File: config.mk
export PLATFORM = sky130hd
export DESIGN_NAME = gbc_skid
export DESIGN_NICKNAME = d
export VERILOG_FILES = /design/src/sv/gbc_pkg.sv /design/src/sv/gbc_skid.sv
export SDC_FILE = /design/constraint.sdc
export NUM_CORES = 1
export LEC_CHECK = 0
export BUFFER_PORTS_ARGS = -buffer_cell sky130_fd_sc_hd__buf_2
export CAP_MARGIN = 20
export CORE_ASPECT_RATIO = 0.8
export CORE_MARGIN = 4
export CORE_UTILIZATION = 52
export DETAILED_ROUTE_END_ITERATION = 16
export PLACE_DENSITY = 0.88
export SYNTH_ARGS = -nofsm -noshare
export SYNTH_HDL_FRONTEND = slang
export SYNTH_SLANG_ARGS = --single-unit
File: constraint.sdc
create_clock -name clk -period 12.7 [get_ports clk]
set_clock_uncertainty 0.05 [all_clocks]
set_input_delay 3.175 -clock clk [delete_from_list [all_inputs] [get_ports clk]]
set_output_delay 3.175 -clock clk [all_outputs]
set_load 0.005 [all_outputs]
File: src/sv/gbc_pkg.sv
// gbc_pkg: shared types, constants and the round function of the block cipher
// used by gbc_round, gbc_skid and gost_block_cipher_ecb; depends on nothing
`default_nettype none

package gbc_pkg;

  // number of cipher rounds, one pipeline stage each
  localparam int ROUNDS = 32;

  // key register file geometry
  localparam int KEY_WORDS = 8;
  localparam int KEY_IDX_W = 3;
  localparam int WORD_W    = 32;

  // configuration address: byte address of 32-bit registers
  localparam int CFG_ADDR_W = 5;

  // substitution rows, entry n sits at bits [4n+3:4n]; row j serves the nibble
  // at bits [31-4j:28-4j]
  localparam logic [63:0] SBOX_ROW [8] = '{
    64'h35F7C1B6E08D29A4,
    64'h95701832AFD6C4BE,
    64'hB9067CFE243AD185,
    64'h352BC64EF9801AD7,
    64'h2B30E9A48DF517C6,
    64'hEFC95863D1270AB4,
    64'hC2867EA095F314BD,
    64'hC8B6E3294A750DF1
  };

  // input item
  typedef struct packed {
    logic              decrypt;
    logic [WORD_W-1:0] block_high;
    logic [WORD_W-1:0] block_low;
  } gbc_in_t;

  // result item
  typedef struct packed {
    logic [WORD_W-1:0] out_high;
    logic [WORD_W-1:0] out_low;
  } gbc_out_t;

  // payload carried between round stages
  typedef struct packed {
    logic              dec;
    logic [WORD_W-1:0] a;
    logic [WORD_W-1:0] b;
  } gbc_stage_t;

  // key add, eight nibble substitutions, rotate left by 11
  function automatic logic [WORD_W-1:0] round_f(input logic [WORD_W-1:0] half,
                                               input logic [WORD_W-1:0] kw);
    logic [WORD_W-1:0] sum;
    logic [WORD_W-1:0] sub;
    logic [3:0]        nib;
    sum = half + kw;
    sub = '0;
    for (int j = 0; j < 8; j++) begin
      nib = sum[(7-j)*4 +: 4];
      sub[(7-j)*4 +: 4] = SBOX_ROW[j][{nib, 2'b00} +: 4];
    end
    return {sub[20:0], sub[31:21]};
  endfunction

endpackage

`default_nettype wire

File: src/sv/gbc_skid.sv
// gbc_skid: output register with one skid entry behind the round pipeline
// depends on gbc_pkg (result item type)
`default_nettype none

module gbc_skid (
  input  wire logic              clk,
  input  wire logic              rst_n,
  input  wire logic              up_valid,
  input  wire gbc_pkg::gbc_out_t up_data,
  output logic                   up_stall,
  output logic                   out_valid,
  output gbc_pkg::gbc_out_t      out_data,
  input  wire logic              out_stall
);

  logic              out_valid_r;
  gbc_pkg::gbc_out_t out_data_r;
  logic              skid_valid_r;
  gbc_pkg::gbc_out_t skid_data_r;
  logic              up_acc;
  logic              out_free;

  assign up_acc   = up_valid && !skid_valid_r;
  assign out_free = !out_valid_r || !out_stall;

  // control
  always_ff @(posedge clk) begin
    if (!rst_n) begin
      out_valid_r  <= 1'b0;
      skid_valid_r <= 1'b0;
    end else begin
      if (out_free) begin
        out_valid_r  <= skid_valid_r || up_acc;
        skid_valid_r <= 1'b0;
      end else if (up_acc) begin
        skid_valid_r <= 1'b1;
      end
    end
  end

  // payload
  always_ff @(posedge clk) begin
    if (out_free) begin
      out_data_r <= skid_valid_r ? skid_data_r : up_data;
    end
    if (!out_free && up_acc) begin
      skid_data_r <= up_data;
    end
  end

  assign up_stall  = skid_valid_r;
  assign out_valid = out_valid_r;
  assign out_data  = out_data_r;

  // a parked item always has a result ahead of it
  a_skid_behind_out: assert property (@(posedge clk) disable iff (!rst_n)
    skid_valid_r |-> out_valid_r)
    else $error("skid entry held without a result at the output");

  // an arriving item meets a stalled result and must be parked
  a_skid_fills: assert property (@(posedge clk) disable iff (!rst_n)
    (out_valid_r && out_stall && up_valid && !skid_valid_r) |=> skid_valid_r)
    else $error("item lost behind a stalled result");

  // a parked item moves on once the output drains
  a_skid_drains: assert property (@(posedge clk) disable iff (!rst_n)
    (skid_valid_r && !out_stall) |=> !skid_valid_r)
    else $error("skid entry not released");

endmodule

`default_nettype wire

---- After elaboration in Yosys (flattened, before gate mapping) ----
Cells that the tools add are included.
cells by class
  add/subtract/negate cells ............... 0
  multipliers ............................. 0
  divide/modulo/power cells ............... 0
  $lt $le $gt $ge ......................... 0
  eq/ne operators ......................... 0
  shift operators ......................... 0
  mux-type cells .......................... 1
  bitwise operators ....................... 1
  reduce and logical (&&, ||, !) cells .... 9
operators by type and width
  kind                count
  2-to-1 mux 64 bit   1
  zero test 1 bit     4
  logical AND 1 bit   2
  logical OR 1 bit    2
  OR reduction 2 bit  1
  inverter 1 bit      1
storage, ports and cells
  register bits ........................... 130
  latch bits .............................. 0
  RAM bits ................................ 0
  memory bits (read-only) ................. 0
  logic and storage cells ................. 17
  memories kept ........................... 0

---- Depth between registers and ports, before layout ----
  word-level depth ........................ 4
  mapped depth ............................ 4

---- Worst setup path before layout ----
No wires, ideal clock.
  kind .................................... input to register
  start point ............................. input out_stall
  end point ............................... register skid_data_r[0] (netlist bit), enable pin
  setup time .............................. 578 ps
  data arrival time ....................... 9460 ps
  required time ........................... 12072 ps
  setup slack ............................. 2612 ps
  stages on the path ...................... 2
  buffers on the path ..................... 0
  cells stage by stage .................... nand2_1 nor3b_1
on the way
  word-level cells in the longest chain between the ends .. 4
RTL lines
  element               line            text
  start, declared       gbc_skid.sv:13  input wire logic out_stall
  zero test 1 bit       gbc_skid.sv:24  assign out_free = !out_valid_r || !out_stall;
  logical OR 1 bit      gbc_skid.sv:24
  zero test 1 bit       gbc_skid.sv:46  if (!out_free && up_acc) begin
  logical AND 1 bit     gbc_skid.sv:46
  end signal, assigned  gbc_skid.sv:47  skid_data_r <= up_data;
  end, declared         gbc_skid.sv:19  gbc_pkg::gbc_out_t skid_data_r;
No other way between the ends.
A chain may end at the register's enable or synchronous reset.

---- Worst setup path in the final report ----
  start point ............................. register skid_valid_r (netlist: up_stall)
  end point ............................... output up_stall
RTL lines
  element                 line            text
  start, declared         gbc_skid.sv:18  logic skid_valid_r;
  start signal, assigned  gbc_skid.sv:30  skid_valid_r <= 1'b0;
  start signal, assigned  gbc_skid.sv:34  skid_valid_r <= 1'b0;
  start signal, assigned  gbc_skid.sv:36  skid_valid_r <= 1'b1;
  end, declared           gbc_skid.sv:10  output logic up_stall,
No word-level cell between the ends.

==> summary.md <==
| Metric | Value |
|---|---|
| Y dimension of the die | `94.4 um` |
| Setup Viol. Count Final | `0` |
| Number of filler cells placed in the layout | `595` |
| Sum of buffers and inverters on the critical path | `1` |
| CP Capture Type | `output pin` |
| X dimension of the die | `116 um` |
| Fraction of power consumed by the clock network | `47.1%` |
| Final Max Slew Viols | `0` |
| Power density over cell area | `170 nW/um2` |
| Quantity of hold-fixing buffers added after cts | `0` |
| Core Rows | `31` |
| TritonCTS Buffers | `17` |
| Clock Sinks | `130` |
| TritonCTS clock tree | `done` |
| Data arrival, critical path | `1.69 ns` |
| Leakage | `0.00245 uW` |
| Most common cell after layout, fill and taps aside | `sky130_fd_sc_hd__buf_2` |
| Number of global-route vias before repair | `2425` |
| Area growth from synthesis to layout | `28.6%` |
| Sequential power share | `47.6%` |
| Clock latency of the later-clocked register in the worst-skew pair | `0.39 ns` |
| CORE AREA | `9080 um2` |
| Combinational power share | `5.3%` |
| Top post-synthesis cells by area | `sky130_fd_sc_hd__edfxtp_1 (79%), sky130_fd_sc_hd__mux2_4 (12%), sky130_fd_sc_hd__mux2_2 (6.0%)` |
| Pin count of the biggest net entering global routing | `68` |
| First-pass GRT wire length | `12600 um` |
| Internal power contribution | `856 uW` |
| Timing-limited maximum frequency | `204 MHz` |
| Highest cell delay on the worst timing path | `1.04 ns` |
| Share of layout cells above drive strength 1 | `63.3%` |
| Net Count, Synth | `274` |
| Count of cells resized by post-cts repair | `0` |
| Diode count | `0` |
| Via density per instance | `4.92` |
| HPWL after detailed placement | `5160 um` |
| Antenna violations before repair | `0` |
| Launching element type of the critical path | `flop` |
| Commonest non-fill, non-tap cells in the layout | `sky130_fd_sc_hd__buf_2 (133), sky130_fd_sc_hd__edfxtp_1 (128), sky130_fd_sc_hd__mux2_4 (38)` |
| Total gr overflow | `0` |
| Sum of negative setup slack | `0 ns` |
| Share of the clock period used by the worst path after layout | `38.7%` |
| Clock slew at reported path FFs | `0.05 ns` |
| Post-synth design cell area | `4850 um2` |
| Syn_area_per_cell | `23.5 um2` |
| Critical Path RT | `9.47 ns` |
| Proportion of synthesized chip area in sequential cells | `80.1%` |
| Library cell with the largest summed area after synthesis | `sky130_fd_sc_hd__edfxtp_1` |
| Post-DRT Antenna Nets | `0` |
| Max-capacitance violation count | `0` |
| WL/cell | `17.0 um` |
| Clock root buffer master | `sky130_fd_sc_hd__clkbuf_16` |
| Number of distinct standard cells referenced by the synthesized netlist | `13` |
| Setup repair after global routing missed its margin | `no` |
| VDD IR max | `0.111 mV` |
| Number of synthesized register bits | `130` |
| Switching power share of the total | `19.1%` |
| Result of the run | `finished, final reports clean` |
| Setup CP Type | `reg -> out` |
| Switching power | `202 uW` |
| DRT iter0 DRCs | `147` |
| Via count of the routed design | `2361` |
| Number of buffers added on ports | `133` |
| Max-slew headroom | `29.2%` |
| Buffers inserted by post-CTS timing repair | `0` |
| Final estimated routing congestion in global placement | `0.727` |
| Post-detailed-routing wire length | `8170 um` |
| I/O pins | `134` |
| Maximum fanout along the worst path | `67` |
| Starting density of the core | `53.4%` |
| Total power of the final layout | `1060 uW` |
| Maximum buffer depth of the clock tree | `2` |
| Detailed-routing iteration count for the pre-antenna-repair pass | `4` |
| CTS H-Tree Depth | `4` |
| Hold Violations, Final | `0` |
| Worst hold path class | `reg -> reg` |
| Worst-path cell with the longest stage delay | `sky130_fd_sc_hd__dfxtp_4` |
| Synth warnings | `0` |
| Post-layout min period | `4.91 ns` |
| Cell Chain, Critical Path | `buf_2` |
| Die outline area | `10900 um2` |
| GRT Overall Usage | `15.3%` |
| Post-route DRC violation count | `0` |
| Post-layout nets | `420` |
| Slew of the pin with the lowest slew margin | `1.06 ns` |
| Synthesized instance count | `206` |
| Fraction of post-synthesis cell area in the top cell type by area | `79.3%` |
| Largest delay share family, worst path | `flip-flops` |
-- registers in the layout, summed over array words and instances, names as in the netlist --
| register | cells |
|---|---|
| skid_data_r | 64 |
| out_data | 64 |
| out_valid | 1 |
| up_stall | 1 |
-- per-stage QoR --
| step | instances | worst slack [ns] | hold slack, ns | util (%) | cell area, um2 |
|---|---|---|---|---|---|
| detailed placement | 448 | 7.39 | 0.485 | 61.9 | 5620 |
| finish | 480 | 7.79 | 0.494 | 68.7 | 6230 |
| CTS | 480 | 7.72 | 0.498 | 68.7 | 6230 |
| global placement | 448 | 7.50 | 0.479 | 61.9 | 5620 |
| floorplan | 206 | 2.61 | 0.473 | - | 4850 |
| global route | 480 | 7.66 | 0.508 | 68.7 | 6230 |
-- final timing paths --
kind	startpoint	to	slack, ns	cells after the start
setup / recovery	up_stall$_SDFFE_PP0P_	up_stall	7.79	1
hold / removal	skid_data_r[29]$_DFFE_PP_	out_data[29]$_DFFE_PP_	0.49	1
setup reg to reg	out_valid$_SDFFE_PN0P_	skid_data_r[0]$_DFFE_PP_	10.33	3
hold reg to reg	skid_data_r[29]$_DFFE_PP_	out_data[29]$_DFFE_PP_	0.49	1
-- area by class of cell --
cell class                 instances  area (um2)  area share [%]
multi-input combinational         69         911            14.6
clock buffer                      18         429            6.88
tap                              115         144            2.31
clock inverter                    14         189            3.03
timing repair buffer             134         673            10.8
sequential                       130        3890            62.4
-- power by group through the flow --
stage | logic, uW | registers [uW] | clock network (uW)
2_1_floorplan | 23.2 | 514 | 0
3_3_place_gp | 54.9 | 512 | 0
3_5_place_dp | 57.1 | 513 | 0
4_1_cts | 57.4 | 504 | 507
5_1_grt | 61.7 | 506 | 531
6_report | 56.1 | 504 | 498
-- routing by layer --
layer	vias up	track usage, %	part of all wire [%]
met5	-	0	0
met4	0	4.25	0.44
met3	4	5.96	7.4
met2	88	23.9	50
met1	1150	20.3	42
li1	1119	-	-
-- cell families after synthesis --
logic type             count (synthesis)  share of synthesized area (%)
muxes                                 64                           17.8
and+or+nand+nor                        4                          0.568
DFF                                  130                           80.1
AOI/OAI and AO/OA                      1                          0.155
buffers and inverters                  7                           1.37
-- cell usage after synthesis (all sizes together) --
library cell and number:
dfxtp 2, nor3b 2, nor2 1, edfxtp 128, mux2 64, buf 7, nand2 1, a21boi 1
No activity file was read; power rests on OpenSTA's default activity.
