<file path="src/sv/gbc_pkg.sv">
// gbc_pkg: shared types, constants and the round function of the block cipher
// used by gbc_round, gbc_skid and gost_block_cipher_ecb; depends on nothing
`default_nettype none

package gbc_pkg;

  // number of cipher rounds, one pipeline stage each
  localparam int ROUNDS = 32;

  // key register file geometry
  localparam int KEY_WORDS = 8;
  localparam int KEY_IDX_W = 3;
  localparam int WORD_W    = 32;

  // configuration address: byte address of 32-bit registers
  localparam int CFG_ADDR_W = 5;

  // substitution rows, entry n sits at bits [4n+3:4n]; row j serves the nibble
  // at bits [31-4j:28-4j]
  localparam logic [63:0] SBOX_ROW [8] = '{
    64'h35F7C1B6E08D29A4,
    64'h95701832AFD6C4BE,
    64'hB9067CFE243AD185,
    64'h352BC64EF9801AD7,
    64'h2B30E9A48DF517C6,
    64'hEFC95863D1270AB4,
    64'hC2867EA095F314BD,
    64'hC8B6E3294A750DF1
  };

  // input item
  typedef struct packed {
    logic              decrypt;
    logic [WORD_W-1:0] block_high;
    logic [WORD_W-1:0] block_low;
  } gbc_in_t;

  // result item
  typedef struct packed {
    logic [WORD_W-1:0] out_high;
    logic [WORD_W-1:0] out_low;
  } gbc_out_t;

  // payload carried between round stages
  typedef struct packed {
    logic              dec;
    logic [WORD_W-1:0] a;
    logic [WORD_W-1:0] b;
  } gbc_stage_t;

  // key add, eight nibble substitutions, rotate left by 11
  function automatic logic [WORD_W-1:0] round_f(input logic [WORD_W-1:0] half,
                                               input logic [WORD_W-1:0] kw);
    logic [WORD_W-1:0] sum;
    logic [WORD_W-1:0] sub;
    logic [3:0]        nib;
    sum = half + kw;
    sub = '0;
    for (int j = 0; j < 8; j++) begin
      nib = sum[(7-j)*4 +: 4];
      sub[(7-j)*4 +: 4] = SBOX_ROW[j][{nib, 2'b00} +: 4];
    end
    return {sub[20:0], sub[31:21]};
  endfunction

endpackage

`default_nettype wire

</file>
<file path="src/sv/gbc_round.sv">
// gbc_round: one registered Feistel round of the block cipher
// depends on gbc_pkg (stage type, round function)
`default_nettype none

module gbc_round #(
  parameter int ROUNDS = gbc_pkg::ROUNDS,
  parameter int STAGE  = 0
) (
  input  wire logic                        clk,
  input  wire logic                        rst_n,
  input  wire logic                        adv,
  input  wire logic                        up_valid,
  input  wire gbc_pkg::gbc_stage_t         up_data,
  input  wire logic [gbc_pkg::WORD_W-1:0]  key_enc,
  input  wire logic [gbc_pkg::WORD_W-1:0]  key_dec,
  output logic                             dn_valid,
  output gbc_pkg::gbc_stage_t              dn_data
);

  localparam bit LAST = (STAGE == ROUNDS - 1);

  logic                          valid_r;
  gbc_pkg::gbc_stage_t           data_r;
  gbc_pkg::gbc_stage_t           data_nxt;
  logic [gbc_pkg::WORD_W-1:0]    t;

  // round: key word follows the item's direction
  always_comb begin
    t = gbc_pkg::round_f(up_data.a, up_data.dec ? key_dec : key_enc) ^ up_data.b;
    data_nxt.dec = up_data.dec;
    if (LAST) begin
      data_nxt.a = up_data.a;
      data_nxt.b = t;
    end else begin
      data_nxt.a = t;
      data_nxt.b = up_data.a;
    end
  end

  // valid bit
  always_ff @(posedge clk) begin
    if (!rst_n) begin
      valid_r <= 1'b0;
    end else if (adv) begin
      valid_r <= up_valid;
    end
  end

  // payload
  always_ff @(posedge clk) begin
    if (adv) begin
      data_r <= data_nxt;
    end
  end

  assign dn_valid = valid_r;
  assign dn_data  = data_r;

endmodule

`default_nettype wire

</file>
<file path="config.mk">
export PLATFORM = sky130hd
export DESIGN_NAME = gbc_round
export DESIGN_NICKNAME = d
export VERILOG_FILES = /design/src/sv/gbc_pkg.sv /design/src/sv/gbc_round.sv
export SDC_FILE = /design/constraint.sdc
export NUM_CORES = 1
export LEC_CHECK = 0
export ABC_AREA = 1
export BUFFER_PORTS_ARGS = -buffer_cell sky130_fd_sc_hd__buf_2
export CELL_PAD_IN_SITES_DETAIL_PLACEMENT = 1
export CELL_PAD_IN_SITES_GLOBAL_PLACEMENT = 1
export CORE_UTILIZATION = 41
export DETAILED_ROUTE_END_ITERATION = 16
export PLACE_DENSITY_LB_ADDON = 0.1
export SLEW_MARGIN = 40
export SYNTH_ARGS = -nofsm -noshare
export SYNTH_HDL_FRONTEND = slang
export SYNTH_SLANG_ARGS = --single-unit
</file>
<file path="constraint.sdc">
create_clock -name clk -period 6.1 [get_ports clk]
set_input_delay 0 -clock clk [delete_from_list [all_inputs] [get_ports clk]]
set_output_delay 0 -clock clk [all_outputs]
set_load 0.05 [all_outputs]
</file>
Word-level counts from Yosys, hierarchy flattened. Cells that the tools add are included. W data, S select, Z words.

Add/sub/neg operators: 1. Multiplexer cells: 1. Shift-type cells: 8. Bitwise gates (word level): 1.

Operator list (count): $shiftx A64 B7 Y4 const A (8); $add A32 B32 Y32 (1); $mux W32 (1); $xor A32 B32 Y32 (1).

Logic and storage cells: 15. Input bits: 133. Bits in registers: 66. Output and inout port bits: 66.

Depth between registers and ports, before layout. Gate-level depths: netlist of run 1.

Word-level depth: 4. Gate-level depth with buffers: 24. Mapped depth without buffers: 23.

Least setup slack after synthesis of run 1. OpenSTA, ideal clock, no wires.

Path type: input -> register. Start: in up_data[64] (netlist bit). End: reg data_r, in the netlist dn_data[33] (data pin). Required time: 5.848 ns. Library setup time: 0.252 ns. Stages: 23. Slack: 2.926 ns. Arrival time: 2.922 ns. Buffers on the path: 2. Path through: clkbuf_1 clkbuf_1 mux2_2 ha_1 inv_1 fa_1 inv_1 nand3_1 nand2_1 nand3_1 nand3b_1 nand2_1 nand2_1 nand2_1 nand2_1 inv_1 ha_1 inv_1 nand3_1 nand3_1 nand2_1 nand2_1 nand2_1.

Cells in the longest elaborated chain, start to end: 4.

RTL lines: from (decl) (line gbc_round.sv:13) `input wire gbc_pkg::gbc_stage_t up_data,`; $mux W32 (line gbc_round.sv:29) `t = gbc_pkg::round_f(up_data.a, up_data.dec ? key_dec : key_enc) ^ up_data.b;`; $add A32 B32 Y32 (line gbc_pkg.sv:57) `sum = half + kw;`; $shiftx A64 B7 Y4 (line gbc_pkg.sv:61) `sub[(7-j)*4 +: 4] = SBOX_ROW[j][{nib, 2'b00} +: 4];`; $xor A32 B32 Y32 (line gbc_round.sv:29); via t (one bit) (line gbc_round.sv:25) `logic [gbc_pkg::WORD_W-1:0] t;`; to (signal assigned) (line gbc_round.sv:52) `data_r <= data_nxt;`; to (decl) (line gbc_round.sv:23) `gbc_pkg::gbc_stage_t data_r;`.

The timed path passes the listed nets, and every way through them passes these cells. A chain may end at the register's enable or synchronous reset.

Final worst setup path of run 1. Ends and elaborated chain as after synthesis.

==> results of run 1 <==
[critical path: cells and delay by family]
family        cells  cell delay, ns
mux               1            0.27
buf+inv           5            0.82
fa+ha+maj         3            0.93
simple gates     13            1.27
[power by group through the flow]
stage / Sequential [mW] / Clock [mW] / Combinational (mW)
floorplan: 0.910 / 0 / 0.710
finish: 0.624 / 0.510 / 1.37
global placement: 0.630 / 0 / 1.28
CTS: 0.624 / 0.524 / 1.36
global route: 0.632 / 0.537 / 1.52
detailed placement: 0.633 / 0 / 1.32
[cell families after synthesis]
| kind of cell | Yosys count | synth area share |
|---|---|---|
| flops | 66 | 0.282 |
| simple gates | 556 | 0.348 |
| compound gates | 49 | 0.0389 |
| xor+xnor | 27 | 0.0408 |
| fa+ha+maj | 78 | 0.141 |
| mux | 31 | 0.0500 |
| buf+inv | 185 | 0.0994 |
[Yosys cell counts]
library cell / n
xor2_1: 13
xor2_2: 3
nand2_4: 6
a21oi_1: 20
nand3_1: 86
edfxtp_1: 65
o21ai_1: 2
nand2_1: 370
nor2_1: 46
nand3_2: 4
and2_1: 3
inv_2: 4
o21ai_0: 16
mux2_2: 31
xnor2_2: 1
a31oi_1: 2
o21bai_1: 3
xnor2_1: 9
nand2_2: 16
nand3b_2: 1
nand4_1: 5
a21o_1: 1
a211o_1: 1
inv_1: 177
nand3_4: 3
o211ai_1: 4
xor2_4: 1
fa_1: 1
nor2_2: 3
clkbuf_1: 4
dfxtp_1: 1
ha_1: 77
nand3b_1: 13
[sequential cells by signal, summed over array words and instances (netlist names)]
signal,cells
dn_valid,1
dn_data,65
[metrics by stage]
| stage | hold slack (ns) | std cells | setup WS, ns | power, mW |
|---|---|---|---|---|
| after detailed placement | 0.197 | 1406 | 2.21 | 1.95 |
| after global placement | 0.199 | 1406 | 2.39 | 1.91 |
| after floorplan | 0.0935 | 992 | 2.93 | 1.62 |
| after global routing | 0.0119 | 1486 | 2.57 | 2.69 |
| final | 0.00654 | 1486 | 2.88 | 2.50 |
| after CTS | 0.00150 | 1486 | 2.58 | 2.51 |
[repair_timing]
| item | in CTS | in global routing |
|---|---|---|
| hold buffers | 64 | 0 |
| setup buffers | 0 | 0 |
| setup endpoints to repair | 0 | 0 |
| endpoints found under the hold margin | 63 | 0 |
[final cells by class]
type / instances / area (um^2)
Clock buffer: 14 / 274
Fill cell: 2256 / 7410
Timing Repair Buffer: 262 / 1640
Multi-Input combinational cell: 741 / 4320
Clock inverter: 2 / 10.0
Tap cell: 220 / 275
Sequential cell: 66 / 1970
Inverter: 181 / 679
[worst paths after layout]
path                                               to  slack (ns)  depth (start not counted)
worst max-delay path            dn_data[33]$_DFFE_PP_        2.88                         22
worst min-delay path            dn_data[40]$_DFFE_PP_       0.007                          3
worst max register to register  dn_valid$_SDFFE_PN0P_        4.89                          3
worst min register to register  dn_valid$_SDFFE_PN0P_        1.09                          3
[cell usage in the layout (no fill, tap or decap), drive strengths merged, types with 4 or more instances in the layout]
cell type      n
nand2        392
buf          198
inv          181
nand3         93
ha            77
edfxtp        65
dlygate4sd3   64
nor2          49
mux2          31
a21oi         20
o21ai         18
xor2          17
nand3b        14
clkbuf        14
xnor2         10
nand4          5
o211ai         4
[routing by layer]
| layer | up-vias | routed length [um] |
|---|---|---|
| met2 | 143 | 11300 |
| met5 | - | 0 |
| met4 | 0 | 359 |
| li1 | 3665 | - |
| met3 | 26 | 716 |
| met1 | 3340 | 9630 |
==> run metrics, run 1 <==
period utilisation layout 0.529; GRT Util Overall 0.261; number of I/O pins 199; Ant. Diodes 0; Leak 5.09 nW; initial antenna violation count 0; met3 usage 0.0379; GPL Wtd Cong 0.835; post-synth top area cell edfxtp_1; status completed; fin. max-slew vios 0; reg2reg start dn_valid$_SDFFE_PN0P_; Layout area overhead 31.3%; RSZ-0062 raised after global routing no; Tightest Pin Transition 0.665 ns; HP Start up_data[8]; Finished Cell Area 9170 um^2; Pwr Density 273 nW/um^2; total negative slack 0 ns; clk buf depth 2; vias post-DR 7174; Distinct cells, synth 33; Crit Path Max Fanout 34; Initial Util 0.421; # resized after CTS 0; Peak VDD IR 134 uV; CP Launch Type input pin; share of cells above drive strength 1 0.225; Avg Cell Area, Syn 7.04 um^2; post-route minimum period 3.22 ns; first-pass GRT wire length 36700 um; drt first pass iters 4; Sw Ratio 0.465; largest net degree at the start of global routing 68; Iter 0 DRT Violations 202; clock power share 0.204; WL/cell 14.8 um; final clock skew 0 ns; hpwl dp 17000 um; clk slew on worst S/H paths 0.06 ns; GRT busiest layer met2; Cell Rows 47; Psw 1.16 mW; core area 16600 um^2; # setup viols final 0; Root Driver clkbuf_16; Crit path largest cell delay 0.41 ns; Detailed Route WL 22100 um; H-Tree Depth 3; Mapped Cells 992; Finished Core Util 0.553; most frequent CP cell nand2_1; Slowest cell on crit path buf_4; met2 Usage GRT 0.489; cell internal pwr 1.34 mW; die area 17600 um^2; Seq pwr share 0.249; Logic pwr share 0.547; number of global-route vias before repair 7653; syn_nets 1203; Slew HR 0.557; WP data arrival 3.33 ns; sequential area share after synthesis 0.282; cell area after synthesis 6990 um^2; Die Y 133 um; CTS Buf Count 9; worst hold path class input pin to flop; post-synth top area share 0.279; nets@finish 1472; DR vias/cell 4.83; met1 Track Usage GR 0.306; dominant cells by area after synthesis edfxtp_1 (28%), nand2_1 (20%), ha_1 (14%); cells along the critical path buf_4 -> mux2_2 -> ha_1 -> inv_1 -> fa_1 -> inv_1 -> nand3_1 -> nand2_1 -> nand3_1 -> nand3b_1 -> nand2_1 -> nand2_1 -> nand2_1 -> nand2_1 -> inv_1 -> ha_1 -> inv_1 -> nand3_1 -> nand3_1 -> nand2_1 -> nand2_1 -> nand2_1; IO Port Bufs 198; critical path class input pin to flop; max_cap viols 0; Synth Register Bits 66; gr ovfl total 0; Setup crit start up_data[64]; total number of yosys warnings 0; placed inst area 8240 um^2; Fin. Hold Viols 0; CP endpoint kind flop; fmax 0.310 GHz; CP required 6.20 ns; DRT antenna net count 0; die width 133 um; Sink Count 66; Post-route DRC 0; TritonCTS clock tree done; Worst-Skew Late Latency 0.35 ns
(Power assumes the default switching activity.)
==> run 2: changes to the inputs <==
- CORE_UTILIZATION: 41 -> 34
- clock period: 6.1 -> 2.7 ns (I/O delays scaled with it)
==> run metrics, run 2 (synthesis results as in run 1) <==
status completed; Worst-Skew Late Latency 0.35 ns (about the same); total power 6.30 mW (+150%); total negative slack 0 ns (unchanged); Tightest Pin Transition 0.662 ns (-0.00249 ns); largest net degree at the start of global routing 68 (unchanged); gr ovfl total 0 (unchanged); Peak VDD IR 302 uV (+130%); TritonCTS clock tree done; drt first pass iters 4 (unchanged); IO Port Bufs 198 (unchanged); die area 21100 um^2 (+20%); commonest non-fill, non-tap cell in the layout nand2_1; Finished Cell Area 10900 um^2 (+18%); clk buf depth 2 (unchanged); vias post-DR 7745 (+8.0%); WL/cell 14.5 um (-2.5%); Die Y 145 um (+9.7%); Hold Crit Depth 1 (-2); Cell Rows 52 (+11%); clk slew on worst S/H paths 0.06 ns (about the same); first-pass GRT wire length 38600 um (+5.0%); CTS Buf Count 9 (unchanged); Pwr Density 580 nW/um^2 (+110%); max_cap viols 0 (unchanged); DRT antenna net count 0 (unchanged); r2r endpoint dn_valid$_SDFFE_PN0P_; CP required 2.81 ns (-3.39 ns); placed inst area 9410 um^2 (+14%); reg2reg path depth 3 (unchanged); fmax 0.390 GHz; Root Driver clkbuf_16; Fin. Hold Viols 0 (unchanged); GRT Util Overall 0.226 (-0.0355); DR vias/cell 4.62 (-4.2%); # setup viols final 0 (unchanged); share of cells above drive strength 1 0.364 (+0.139); Iter 0 DRT Violations 181 (-10%); Layout area overhead 55.5%; Leak 5.82 nW (+14%); Initial Util 0.346 (-0.0749); final clock skew 0 ns (unchanged); Post-route DRC 0 (unchanged); reg2reg start dn_valid$_SDFFE_PN0P_; worst reg-to-reg setup slack 1.49 ns (-3.40 ns); number of fill cells 2608 (+16%); Detailed Route WL 24200 um (+9.9%); Sink Count 66 (unchanged); nets@finish 1610 (+9.4%); Crit Path Max Fanout 4 (-88%); CP Launch Type input pin; GPL Wtd Cong 0.837 (+0.25%); H-Tree Depth 3 (unchanged); core area 20200 um^2 (+22%); period utilisation layout 0.950; Fin Hold WS 0.0134 ns (+0.00686 ns); max reg flops 65 (unchanged); initial antenna violation count 1 (+1); number of I/O pins 199 (unchanged); hpwl dp 18300 um (+8.1%); Hold EP dn_data[1]$_DFFE_PP_; die width 145 um (+9.7%); critical path class input pin to flop; number of global-route vias before repair 8111 (+6.0%); CP endpoint kind flop; HP Start up_data[33]; most frequent cells in the layout nand2_1 (350), buf_2 (195), inv_1 (170); WP data arrival 2.67 ns (-0.66 ns); worst hold path class input pin to flop; Slew HR 0.558 (+0.00166); post-route minimum period 2.56 ns; fin. max-slew vios 0 (unchanged)
-- run 2: cell type report --
cell class / instances / area, um^2 / share of cell area
antenna: 1 / 2.50 / 0.000230
clock buffer: 10 / 229 / 0.0211
clock inverter: 6 / 57.6 / 0.00530
inverter: 181 / 687 / 0.0632
multi-input combinational: 741 / 4820 / 0.443
sequential: 66 / 1970 / 0.181
tap: 270 / 338 / 0.0311
timing repair buffer: 400 / 2760 / 0.254
-- run 2: how the worst max path moves through the flow --
stage | start | end | cells past startpoint
after floorplan | up_data[64] | dn_data[33]$_DFFE_PP_ | 20
after global placement | up_data[64] | dn_data[35]$_DFFE_PP_ | 22
after detailed placement | up_data[64] | dn_data[35]$_DFFE_PP_ | 22
after CTS | up_data[43] | dn_data[35]$_DFFE_PP_ | 20
after global routing | up_data[64] | dn_data[42]$_DFFE_PP_ | 22
final | up_data[64] | dn_data[35]$_DFFE_PP_ | 22
-- run 2: per-stage QoR --
stage	cells	setup WS, ns	utilization
after floorplan	992	-0.0349	-
after global placement	1587	-0.299	0.466
after detailed placement	1587	-0.449	0.466
after CTS	1670	0.000123	0.518
after global routing	1675	-0.0287	0.539
final	1675	0.136	0.539
-- run 2: power breakdown --
group          switching (mW)  leakage, nW  internal (mW)
Combinational            2.28         5.04           1.42
Clock                   0.486        0.134          0.708
Sequential             0.0381        0.644           1.37
Total                    2.81         5.82           3.50
-- run 2: worst max-delay path: stages --
cell	delay [ns]
buf_6	0.14
clkbuf_16	0.17
mux2_2	0.37
ha_4	0.29
nand2_1	0.10
nor2_1	0.13
nand2_1	0.07
nand3_2	0.09
nand2_1	0.07
nand2_2	0.11
nand2_2	0.10
nand2_1	0.08
nand2_1	0.06
nand2_2	0.07
inv_1	0.08
ha_1	0.32
inv_1	0.06
nand2_1	0.09
nand3_2	0.09
nand2_1	0.06
nand2_1	0.05
nand2_1	0.04
-- run 2: timing repair --
item	CTS	global route
buffers inserted	1	4
endpoints found under the setup margin	3	24
gates cloned	1	1
hold buffers	65	0
gates resized for setup	10	80
hold endpoints to repair	64	0
pin swaps	0	21
-- run 2: per-layer routing --
| layer | GRT usage | vias to the layer above | routed length [um] |
|---|---|---|---|
| met5 | 0 | - | 0 |
| met4 | 0.0574 | 0 | 410 |
| met3 | 0.0301 | 28 | 636 |
| met2 | 0.425 | 144 | 13000 |
| met1 | 0.268 | 3632 | 10200 |
| li1 | - | 3941 | - |
